File: src/hdl/met_pkg.sv
// shared constants, types and state encoding for the escape-time unit
package met_pkg;

   localparam int IN_WIDTH        = 32;
   localparam int IN_FRAC         = 28;
   localparam int Z_INT_BITS      = 12;
   localparam int BOUND_WIDTH     = 32;
   localparam int BOUND_FRAC      = 24;
   localparam int MAX_ITER_WIDTH  = 16;
   localparam int STEP_WIDTH      = 16;
   localparam int CSR_INDEX_WIDTH = 8;
   localparam int CSR_DATA_WIDTH  = 32;
   localparam int DEF_ITER_WIDTH  = 16;
   localparam int DEF_FRAC_BITS   = 28;

   localparam logic [MAX_ITER_WIDTH-1:0] MAX_ITER_RESET = 16'd256;
   localparam logic [BOUND_WIDTH-1:0]    BOUND_RESET    = 32'h0400_0000;

   typedef enum logic [CSR_INDEX_WIDTH-1:0] {
      CSR_ITER_LIMIT   = 8'd0,
      CSR_ESCAPE_BOUND = 8'd1
   } met_csr_type;

   typedef enum logic [2:0] {
      ST_IDLE,
      ST_MAG,
      ST_MUL,
      ST_SUM,
      ST_UPD
   } met_state_type;

   typedef struct packed {
      logic       load_c;
      logic       mag_en;
      logic       mul_en;
      logic [1:0] mul_phase;
      logic       sum_en;
      logic       upd_en;
   } met_cmd_type;

endpackage

File: src/hdl/met_ctrl.sv
// escape-time controller: iteration sequencer, step counter and result register
module met_ctrl #(
   parameter int ITER_WIDTH = met_pkg::DEF_ITER_WIDTH
) (
   input  logic                               clock,
   input  logic                               reset,
   input  logic                               start,
   output logic                               busy,
   input  logic [ITER_WIDTH-1:0]              limit,
   input  logic                               mod_gt,
   output met_pkg::met_cmd_type               cmd,
   output logic                               rsp_valid,
   output logic                               rsp_escaped,
   output logic [met_pkg::STEP_WIDTH-1:0]     rsp_escape_step
);
   import met_pkg::*;

   met_state_type         state_ff, state_in;
   logic [1:0]            phase_ff, phase_in;
   logic [ITER_WIDTH-1:0] step_ff, step_in;
   logic                  have_z_ff, have_z_in;
   logic                  rsp_valid_ff, rsp_valid_in;
   logic                  rsp_escaped_ff, rsp_escaped_in;
   logic [STEP_WIDTH-1:0] rsp_step_ff, rsp_step_in;

   logic accept;
   logic last_step;
   logic zero_limit;

   assign accept     = (state_ff == ST_IDLE) && start;
   assign zero_limit = (limit == '0);
   assign last_step  = ({1'b0, step_ff} + 1'b1) == {1'b0, limit};

   always_comb begin
      state_in = state_ff;
      case (state_ff)
         ST_IDLE: begin
            if (start && !zero_limit) begin
               state_in = ST_MAG;
            end
         end
         ST_MAG: begin
            state_in = ST_MUL;
         end
         ST_MUL: begin
            if (phase_ff == 2'b11) begin
               state_in = ST_SUM;
            end
         end
         ST_SUM: begin
            state_in = ST_UPD;
         end
         ST_UPD: begin
            if (have_z_ff && (mod_gt || last_step)) begin
               state_in = ST_IDLE;
            end else begin
               state_in = ST_MAG;
            end
         end
         default: begin
            state_in = ST_IDLE;
         end
      endcase
   end

   always_comb begin
      cmd           = '0;
      cmd.load_c    = accept;
      cmd.mul_phase = phase_ff;
      case (state_ff)
         ST_IDLE: cmd.load_c = accept;
         ST_MAG:  cmd.mag_en = 1'b1;
         ST_MUL:  cmd.mul_en = 1'b1;
         ST_SUM:  cmd.sum_en = 1'b1;
         ST_UPD:  cmd.upd_en = 1'b1;
         default: cmd        = '0;
      endcase
   end

   always_comb begin
      phase_in       = (state_ff == ST_MUL) ? phase_ff + 2'b01 : 2'b00;
      step_in        = step_ff;
      have_z_in      = have_z_ff;
      rsp_valid_in   = 1'b0;
      rsp_escaped_in = 1'b0;
      rsp_step_in    = '0;
      if (accept) begin
         step_in   = '0;
         have_z_in = 1'b0;
         if (zero_limit) begin
            rsp_valid_in = 1'b1;
         end
      end
      if (state_ff == ST_UPD) begin
         have_z_in = 1'b1;
         // the first pass only builds z for step zero
         if (have_z_ff) begin
            if (mod_gt) begin
               rsp_valid_in   = 1'b1;
               rsp_escaped_in = 1'b1;
               rsp_step_in    = STEP_WIDTH'(step_ff);
            end else if (last_step) begin
               rsp_valid_in = 1'b1;
            end else begin
               step_in = step_ff + 1'b1;
            end
         end
      end
   end

   always_ff @(posedge clock) begin
      if (reset) begin
         state_ff       <= ST_IDLE;
         phase_ff       <= 2'b00;
         step_ff        <= '0;
         have_z_ff      <= 1'b0;
         rsp_valid_ff   <= 1'b0;
         rsp_escaped_ff <= 1'b0;
         rsp_step_ff    <= '0;
      end else begin
         state_ff       <= state_in;
         phase_ff       <= phase_in;
         step_ff        <= step_in;
         have_z_ff      <= have_z_in;
         rsp_valid_ff   <= rsp_valid_in;
         rsp_escaped_ff <= rsp_escaped_in;
         rsp_step_ff    <= rsp_step_in;
      end
   end

   assign busy            = (state_ff != ST_IDLE);
   assign rsp_valid       = rsp_valid_ff;
   assign rsp_escaped     = rsp_escaped_ff;
   assign rsp_escape_step = rsp_step_ff;

   a_rsp_source: assert property (@(posedge clock) disable iff (reset)
      rsp_valid_ff |-> ($past(state_ff) == ST_UPD || $past(state_ff) == ST_IDLE))
      else $error("result strobe not preceded by update or accept");

   a_first_pass: assert property (@(posedge clock) disable iff (reset)
      (state_ff == ST_UPD && !have_z_ff) |=> (state_ff == ST_MAG && !rsp_valid_ff))
      else $error("first pass produced a result");

   a_no_escape_step: assert property (@(posedge clock) disable iff (reset)
      (rsp_valid_ff && !rsp_escaped_ff) |-> (rsp_step_ff == '0))
      else $error("non-escaped result carries a step");

   a_accept_progress: assert property (@(posedge clock) disable iff (reset)
      (start && !busy) |=> (busy || rsp_valid_ff))
      else $error("accepted transaction neither started nor answered");

   a_phase_in_mul: assert property (@(posedge clock) disable iff (reset)
      (phase_ff != 2'b00) |-> (state_ff == ST_MUL))
      else $error("multiply phase outside multiply state");

endmodule
File: config.mk
export PLATFORM = sky130hd
export DESIGN_NAME = met_ctrl
export DESIGN_NICKNAME = d
export VERILOG_FILES = /design/src/hdl/met_pkg.sv /design/src/hdl/met_ctrl.sv
export SDC_FILE = /design/constraint.sdc
export NUM_CORES = 1
export LEC_CHECK = 0
export BUFFER_PORTS_ARGS = -buffer_cell sky130_fd_sc_hd__buf_2
export CELL_PAD_IN_SITES_DETAIL_PLACEMENT = 1
export CELL_PAD_IN_SITES_GLOBAL_PLACEMENT = 1
export CORE_ASPECT_RATIO = 1.25
export CORE_MARGIN = 2
export CORE_UTILIZATION = 40
export DETAILED_ROUTE_END_ITERATION = 10
export MAX_ROUTING_LAYER = met4
export PLACE_DENSITY = 0.76
export SETUP_SLACK_MARGIN = 0.1
export SYNTH_ARGS = -nofsm -noshare
export SYNTH_HDL_FRONTEND = slang
export SYNTH_SLANG_ARGS = --single-unit
File: constraint.sdc
create_clock -name clock -period 2.8 [get_ports clock]
set_input_delay 0.42 -clock clock [delete_from_list [all_inputs] [get_ports clock]]
set_output_delay 0.42 -clock clock [all_outputs]
set_load 0.1 [all_outputs]
==> flow_summary.yaml, run 1 <==
global_routing:
  antenna_found_initial: 0
  grt_first_pass_wirelength_um: 11300
  grt_max_degree: 25
  grt_pass1_vias: 2372
  gr-total-overflow: 0
  grt_use_total: 0.240
placement:
  port_buffers: 45
  dp_slack_ps: 63.6
  dp_hpwl_um: 5350
  gp_congestion: 0.919
floorplan:
  die_y_um: 88.0
  die_area_um2: 6260
  core_um2: 5440
  start_util: 0.415
  io_pins: 46
  rows: 30
  die_w_um: 71.2
cts:
  clock_sinks: 40
  root_buffer: "clkbuf_8"
  cts_inserted_buffers: 5
  clock_latency_ps: 300
  htreeDepth: 2
  clockBufferDepth: 2
  clk_transition_reported_paths_ps: 80
  postCtsSetupBuffers: 0
  cts_tree: "built"
power_and_ir_drop:
  pwr-share-clk: 0.400
  netSwitchingPower_mw: 0.333
  p_leak_nw: 1.15
  intPower_mw: 0.908
  power_frac_comb: 0.133
  p_seq_frac: 0.466
  p_sw_frac: 0.268
  power_density_nw_per_um2: 434
  vdd_ir_drop_max_uv: 311
  p_total_mw: 1.24
yosys:
  synth_edf_count: 0
  synthDistinctLibCells: 48
  ys_warn_count: 0
  synth.area.top_cells: "dfxtp_1 (35%), nor4_1 (6.4%), xnor2_1 (5.0%)"
  yosys.area.top_type_share: 0.355
  synth.cell_area_um2: 2260
  synth_fp_nets: 291
  syn_avg_cell_area_um2: 8.39
  ys_seq_elements: 40
  syn_inst: 269
  post-synth-top-area-cell: "dfxtp_1"
  ys_seq_area_frac: 0.355
  synth_top_flop_cell: "dfxtp_1"
  async_flop_share: 0
sta:
  final_max_slew_viol_count: 0
  worst_pin_slew_ps: 533
  post-route-period-util: 0.928
  timing.final.ws_setup_ps: 201
  rsz0062_at_grt: "no"
  min_period_ps: 2600
  fin_tns_setup_ps: 0
  holdWs_ps: 472
  finalSetupViolCount: 0
  fmax_ghz: 0.385
  finalClockSkew_ps: 4.84
  finalHoldViolCount: 0
  maxSlewHeadroom: 0.644
layout:
  num-nets-final: 348
  multi_input_area_um2: 1360
  antenna-diode-count: 0
  fill_cells: 671
  drive_gt1_frac: 0.324
  final-seq-area_um2: 815
  areaGrowthSynthToFinish_pct: 26.8
  final_core_util: 0.526
critical_path:
  crit_fanout: 6
  worstPathRequired_ps: 3010
  arrival_ps: 2810
  startpoint_type: "flop"
  cp-end-kind: "flop"
  path_class: "flop to flop"
routing:
  vias: 2263
  drtAntennaViolNets: 0
  initialDrtViolationCount: 83
  via_per_inst: 5.79
  wire_per_inst_um: 18.1
  firstDrtPassIters: 4
  routed_wl_um: 7060
  drc_errors: 0
worst_hold_path:
  hold_path.class: "flop to flop"
job:
  maxCapViolCount: 0
run_status:
  outcome: "complete, no violations"
-- sequential cells by signal, summed over array words and instances, names as in the netlist --
signal           flops
state_ff             3
rsp_escaped          1
rsp_valid            1
step_ff             16
phase_ff             2
have_z_ff            1
rsp_escape_step     16
-- cells in the mapped netlist (4+ instances only) --
cell and instances:
dfxtp_1 40, nor4_1 23, nor2_1 18, inv_1 16, xnor2_1 13, o211ai_1 12, nand2_1 10, nor3_1 10
a21oi_1 9, and2_1 9, clkbuf_1 8, nand3_1 8, nand4_1 8, nor2b_1 8, xor2_1 8, buf_2 6
buf_4 6, o21ai_0 6, o21ai_1 6, and3_1 5, a31oi_1 4, nor3b_1 4
-- critical path: stages, from the launching register on --
cell,delay [ps]
dfxtp_4,370
buf_4,160
and3_4,190
buf_4,140
a31oi_1,200
o2111a_1,260
o2111ai_2,160
o41a_4,380
a211o_1,310
buf_4,160
o21ai_0,180
-- through the flow --
stage | std cells | cell area [um^2]
2_1_floorplan | 269 | 2260
3_3_place_gp | 383 | 2650
3_5_place_dp | 383 | 2650
4_1_cts | 391 | 2770
5_1_grt | 391 | 2860
6_report | 391 | 2860
-- power by group through the flow --
stage | sequential (mW) | clock, mW | combinational [mW]
3_5_place_dp | 0.594 | 0 | 0.164
2_1_floorplan | 0.587 | 0 | 0.126
4_1_cts | 0.580 | 0.511 | 0.165
6_report | 0.579 | 0.497 | 0.165
3_3_place_gp | 0.593 | 0 | 0.162
5_1_grt | 0.580 | 0.530 | 0.181
-- final cells by class --
type,instances,share of cell area
multi-input combinational,192,0.476
sequential,40,0.285
timing repair buffer,71,0.148
clock buffer,6,0.0288
tap,64,0.0280
inverter,16,0.0210
clock inverter,2,0.0135
-- routing by layer --
| metal | vias to the layer above | track usage | share of wire |
|---|---|---|---|
| li1 | 1098 | - | - |
| met1 | 1095 | 0.253 | 0.39 |
| met2 | 51 | 0.441 | 0.54 |
| met3 | 19 | 0.0345 | 0.033 |
| met4 | 0 | 0.106 | 0.035 |
| met5 | - | - | 0 |
-- layout by cell type (no fill, tap or decap), types with 2 or more instances in the layout --
| cell type | n |
|---|---|
| inv_1 | 16 |
| clkbuf_8 | 6 |
| buf_2 | 45 |
| o22ai_1 | 2 |
| xnor2_1 | 13 |
| and3_1 | 3 |
| nand4_1 | 8 |
| a21oi_1 | 9 |
| o21ai_0 | 6 |
| nand2_1 | 10 |
| nor4_2 | 2 |
| dfxtp_2 | 8 |
| dfxtp_1 | 31 |
| nand3_4 | 2 |
| nand3_1 | 7 |
| and2_1 | 9 |
| and4_4 | 2 |
| a31oi_1 | 4 |
| nand2b_1 | 2 |
| nor2_1 | 17 |
| nor3b_1 | 3 |
| o211ai_1 | 12 |
| nor3_1 | 8 |
| o31a_1 | 2 |
| nor4_1 | 21 |
| buf_4 | 25 |
| xor2_1 | 8 |
| o21ai_1 | 6 |
| nor2b_1 | 8 |
-- repair_timing --
action | 4_1_cts | 5_1_grt
resized for setup | 2 | 24
gates cloned | 0 | 0
hold endpoints to repair | 0 | 0
pin swaps | 0 | 1
endpoints found under the setup margin | 7 | 14
hold buffers | 0 | 0
-- worst paths after layout --
kind,from,endpoint,slack [ps],cells after the start
worst max-delay path,step_ff[2]$_SDFF_PP0_,step_ff[6]$_SDFF_PP0_,200,10
worst min register to register,phase_ff[0]$_SDFF_PP0_,phase_ff[0]$_SDFF_PP0_,470,1
worst max register to register,step_ff[2]$_SDFF_PP0_,step_ff[6]$_SDFF_PP0_,200,10
worst min-delay path,phase_ff[0]$_SDFF_PP0_,phase_ff[0]$_SDFF_PP0_,470,1
-- kinds of logic (layout without fill, tap and decap cells) --
| family | count (synthesis) | after routing | share of synthesized area |
|---|---|---|---|
| xor gates and xnor gates | 22 | 22 | 0.0915 |
| muxes | 1 | 1 | 0.00443 |
| DFF | 40 | 40 | 0.355 |
| buffers and inverters | 37 | 95 | 0.0782 |
| AOI/OAI and AO/OA | 55 | 55 | 0.173 |
| and+or+nand+nor | 112 | 112 | 0.287 |
| adders and majority gates | 2 | 2 | 0.0111 |
Power figures use the tool's default switching activity.
==> inputs of run 2 (changes only) <==
CORE_ASPECT_RATIO = 0.6   (was 1.25)
==> run 2 against run 1 <==
Cell count is the same. Via count shrank 0.18%. Clock skew grew 2.6 ps. Global-route usage grew 1.0 points. Die area grew 0.25%. Sequential share of layout area grew 0.71 points. Count of clock-buffer cells in the layout is the same. Largest cell class unchanged. Largest power group unchanged. Highest routed layer unchanged.
==> flow_summary.yaml, run 2 (synthesis gave the netlist of run 1 again) <==
critical_path:
  reg2regPathDepth: 8
  crit_family: "compound AO/OA/AOI/OAI gates"
  startpoint_type: "flop"
  slowest_stage: "o41a_4"
  timing.rr.end: "step_ff[2]$_SDFF_PP0_"
  cp-end-kind: "flop"
  crit_fanout: 14
  worstPathRequired_ps: 3010
  arrival_ps: 2800
  crit_buf_inv: 1
  r2r_start: "step_ff[0]$_SDFF_PP0_"
  slowest_delay_ps: 500
  rrSetupSlack_ps: 210
  worstPathCellList: "buf_4, and4_4, nand3_4, o31ai_4, nand4_1, o41a_4, a211o_4, o221ai_1"
  path_class: "flop to flop"
sta:
  min_period_ps: 2590
  rsz0062_at_grt: "no"
  maxSlewHeadroom: 0.677
  final_max_slew_viol_count: 0
  post-route-period-util: 0.925
  timing.final.ws_setup_ps: 209
  fmax_ghz: 0.386
  fin_tns_setup_ps: 0
  finalSetupViolCount: 0
  finalClockSkew_ps: 7.49
  worst_pin_slew_ps: 481
  finalHoldViolCount: 0
layout:
  finalInstanceArea_um2: 2770
  mostFrequentLayoutCells: "buf_2 (45), dfxtp_1 (35), nor4_1 (22)"
  final_common_cell: "buf_2"
  drive_gt1_frac: 0.289
  num-nets-final: 343
  final_core_util: 0.502
  areaGrowthSynthToFinish_pct: 22.6
  antenna-diode-count: 0
job:
  maxCapViolCount: 0
floorplan:
  core_um2: 5520
  die_area_um2: 6280
  io_pins: 46
  die_w_um: 101
  rows: 21
  start_util: 0.409
  die_y_um: 62.2
placement:
  gp_congestion: 0.950
  dp_slack_ps: -37.5
  dp_hpwl_um: 5540
  port_buffers: 45
  dpl_cell_area_um2: 2610
routing:
  initialDrtViolationCount: 222
  via_per_inst: 5.78
  firstDrtPassIters: 5
  vias: 2259
  routed_wl_um: 7480
  drtAntennaViolNets: 0
  wire_per_inst_um: 19.1
  drc_errors: 0
global_routing:
  gr-total-overflow: 0
  antenna_found_initial: 0
  grt_pass1_vias: 2153
  grt_max_degree: 25
  grt_first_pass_wirelength_um: 11700
  grt_use_total: 0.251
worst_hold_path:
  hold_path.class: "flop to flop"
  hold_path_depth: 1
  hold_path_startpoint: "phase_ff[0]$_SDFF_PP0_"
  hold_path_end: "phase_ff[0]$_SDFF_PP0_"
cts:
  root_buffer: "clkbuf_8"
  clk_transition_reported_paths_ps: 80
  clock_latency_ps: 290
  clockBufferDepth: 2
  htreeDepth: 2
  cts_inserted_buffers: 5
  clock_sinks: 40
  cts_tree: "built"
  holdBufCountCts: 0
power_and_ir_drop:
  power_density_nw_per_um2: 418
  p_total_mw: 1.16
  p_leak_nw: 1.10
  vdd_ir_drop_max_uv: 293
run_status:
  outcome: "complete, no violations"
run 2: changes by cell type in the layout (fill, tap and decap cells not counted), moves of 2 or more:
cell,previous run,this run
dfxtp_2,8,5
buf_4,25,21
dfxtp_1,31,35
clkinvlp_4,0,2
run 2: final cells by class:
| cell class | count | area, um^2 |
|---|---|---|
| repair buffers | 66 | 383 |
| well taps | 69 | 86.3 |
| flip-flops and latches | 40 | 807 |
| clock inverters | 2 | 15.0 |
| multi-input cells | 192 | 1330 |
| inverters | 16 | 60.1 |
| fillers | 682 | 2750 |
| clock buffers | 6 | 82.6 |
run 2: what timing repair did:
item,CTS,global route
buffers inserted,0,1
endpoints found under the setup margin,14,14
resized for setup,8,8
pin swaps,0,1
run 2: how the worst max path moves through the flow:
stage / from / to / cells past startpoint
global route: step_ff[0]$_SDFF_PP0_ / step_ff[2]$_SDFF_PP0_ / 8
global placement: step_ff[0]$_SDFF_PP0_ / step_ff[2]$_SDFF_PP0_ / 8
detailed placement: step_ff[2]$_SDFF_PP0_ / step_ff[2]$_SDFF_PP0_ / 7
CTS: step_ff[1]$_SDFF_PP0_ / step_ff[2]$_SDFF_PP0_ / 8
floorplan: step_ff[0]$_SDFF_PP0_ / step_ff[4]$_SDFF_PP0_ / 10
finish: step_ff[0]$_SDFF_PP0_ / step_ff[2]$_SDFF_PP0_ / 8
run 2: worst reg2reg max path, stage by stage, from the launching register on:
cell,delay (ps)
dfxtp_1,350
buf_4,180
and4_4,270
nand3_4,110
o31ai_4,300
nand4_1,180
o41a_4,500
a211o_4,420
o221ai_1,190
run 2: per-stage QoR:
| step | std cells | hold slack [ps] |
|---|---|---|
| after floorplan | 269 | 419 |
| after CTS | 390 | 475 |
| after global placement | 382 | 438 |
| final | 391 | 472 |
| after detailed placement | 382 | 463 |
| after global routing | 391 | 512 |
run 2: per-layer routing:
layer | GRT usage | up-vias | share of wire
met1 | 0.404 | 1051 | 0.54
li1 | - | 1092 | -
met4 | 0.0591 | 0 | 0.0096
met5 | - | - | 0
met2 | 0.307 | 106 | 0.37
met3 | 0.0541 | 10 | 0.084
run 2: report_power, final:
group / switching (mW) / total [mW] / internal (mW)
Clock: 0.210 / 0.409 / 0.199
Combinational: 0.121 / 0.167 / 0.0457
Sequential: 0.00757 / 0.580 / 0.572
==> inputs of run 3 (changes only) <==
CORE_ASPECT_RATIO = default   (was 0.6)
==> run 3 against run 2 <==
Die area decreased by 0.31%. Utilization decreased by 0.20 points. Sequential power hardly changed. Setup slack got worse by 39 ps. Critical path type unchanged. Count of clock-buffer cells in the layout stayed put. Largest power group unchanged. Power is 1.3% lower. Largest cell class unchanged. Register-to-register slack got worse by 40 ps. Worst hold slack got worse by 15 ps. Sequential share of layout area grew 0.31 points. Global-route usage is 2.2 points lower. Non-clock buffer count shrank 2.
==> flow_summary.yaml, run 3 (synthesis gave the netlist of run 1 again) <==
layout:
  areaGrowthSynthToFinish_pct: 21.1
  final-instance-count-excl-fill: 392
  mostFrequentLayoutCells: "buf_2 (45), dfxtp_1 (36), nor4_1 (22)"
  finalInstanceArea_um2: 2730
  fill_cells: 682
  num-nets-final: 341
  antenna-diode-count: 0
  final_common_cell: "buf_2"
  drive_gt1_frac: 0.281
  final_core_util: 0.500
sta:
  final_max_slew_viol_count: 0
  finalSetupViolCount: 0
  worst_pin_slew_ps: 544
  post-route-period-util: 0.939
  finalClockSkew_ps: 8.35
  maxSlewHeadroom: 0.637
  rsz0062_at_grt: "no"
  finalHoldViolCount: 0
  timing.final.ws_setup_ps: 170
  fmax_ghz: 0.380
  min_period_ps: 2630
cts:
  htreeDepth: 2
  clock_latency_ps: 300
  root_buffer: "clkbuf_8"
  clockBufferDepth: 2
  holdBufCountCts: 0
  cts_inserted_buffers: 5
  clock_sinks: 40
  cts_tree: "built"
  clk_transition_reported_paths_ps: 80
critical_path:
  cp-end-kind: "flop"
  path_class: "flop to flop"
  arrival_ps: 2840
  worstPathCellList: "and3_2, nand3_4, o31ai_1, nand4_1, o41a_4, a211o_4, o22ai_1"
  r2r_start: "step_ff[6]$_SDFF_PP0_"
  crit_start: "step_ff[6]$_SDFF_PP0_"
  slowest_stage: "o41a_4"
  startpoint_type: "flop"
  rrSetupSlack_ps: 170
  slowest_delay_ps: 510
  crit_fanout: 14
  worstPathRequired_ps: 3010
  crit_family: "compound AO/OA/AOI/OAI gates"
  crit_buf_inv: 0
run_status:
  outcome: "complete, no violations"
placement:
  port_buffers: 45
  placedCellCount: 383
  gp_congestion: 0.898
  dp_hpwl_um: 5020
  dp_slack_ps: 1.73
  dpl_cell_area_um2: 2600
floorplan:
  rows: 27
  die_y_um: 79.1
  core_um2: 5470
  start_util: 0.412
  die_w_um: 79.1
  die_area_um2: 6260
  io_pins: 46
worst_hold_path:
  hold_path.class: "flop to flop"
  hold_path_startpoint: "phase_ff[0]$_SDFF_PP0_"
routing:
  vias: 2203
  drtAntennaViolNets: 0
  routed_wl_um: 6710
  initialDrtViolationCount: 211
  wire_per_inst_um: 17.1
  drc_errors: 0
  firstDrtPassIters: 4
  via_per_inst: 5.62
global_routing:
  gr-total-overflow: 0
  grt_pass1_vias: 2098
  antenna_found_initial: 0
  grt_max_degree: 25
  grt_use_total: 0.229
  grt_first_pass_wirelength_um: 10900
power_and_ir_drop:
  p_total_mw: 1.14
  power_density_nw_per_um2: 417
  p_leak_nw: 1.08
  vdd_ir_drop_max_uv: 288
job:
  maxCapViolCount: 0
[run 3: what timing repair did]
item / in CTS / in global routing
pin swaps: 0 / 1
gates resized for setup: 5 / 8
buffers inserted: 0 / 1
setup endpoints to repair: 14 / 14
[run 3: routing by layer]
metal  track usage  vias up  part of all wire
met5             -        -                 0
met4        0.0690        0            0.0061
met3        0.0364        4             0.058
met2         0.324       77              0.44
met1         0.335     1041              0.50
li1              -     1081                 -
[run 3: path summary, 6_finish.rpt]
path	end	cells after the start
setup reg to reg	step_ff[9]$_SDFF_PP0_	7
setup / recovery	step_ff[9]$_SDFF_PP0_	7
hold / removal	phase_ff[0]$_SDFF_PP0_	1
hold reg to reg	phase_ff[0]$_SDFF_PP0_	1
[run 3: layout make-up]
class,instances,area [um^2],share of cell area
flip-flops and latches,40,806,0.295
multi-input cells,192,1320,0.482
clock inverters,2,10.0,0.00366
well taps,72,90.1,0.0330
inverters,16,60.1,0.0220
clock buffers,6,82.6,0.0302
repair buffers,64,368,0.135
[run 3: power by group]
group	leakage (nW)	total [mW]	internal (mW)	switching (mW)
registers	0.325	0.580	0.572	0.00754
clock network	0.0510	0.399	0.197	0.202
logic	0.705	0.163	0.0440	0.119
total	1.08	1.14	0.813	0.328
[run 3: stage by stage]
step | TNS [ps] | hold WS, ps
2_1_floorplan | 0 | 419
6_report | 0 | 457
3_5_place_dp | 0 | 459
4_1_cts | 0 | 468
5_1_grt | 0 | 508
3_3_place_gp | -8.68 | 455
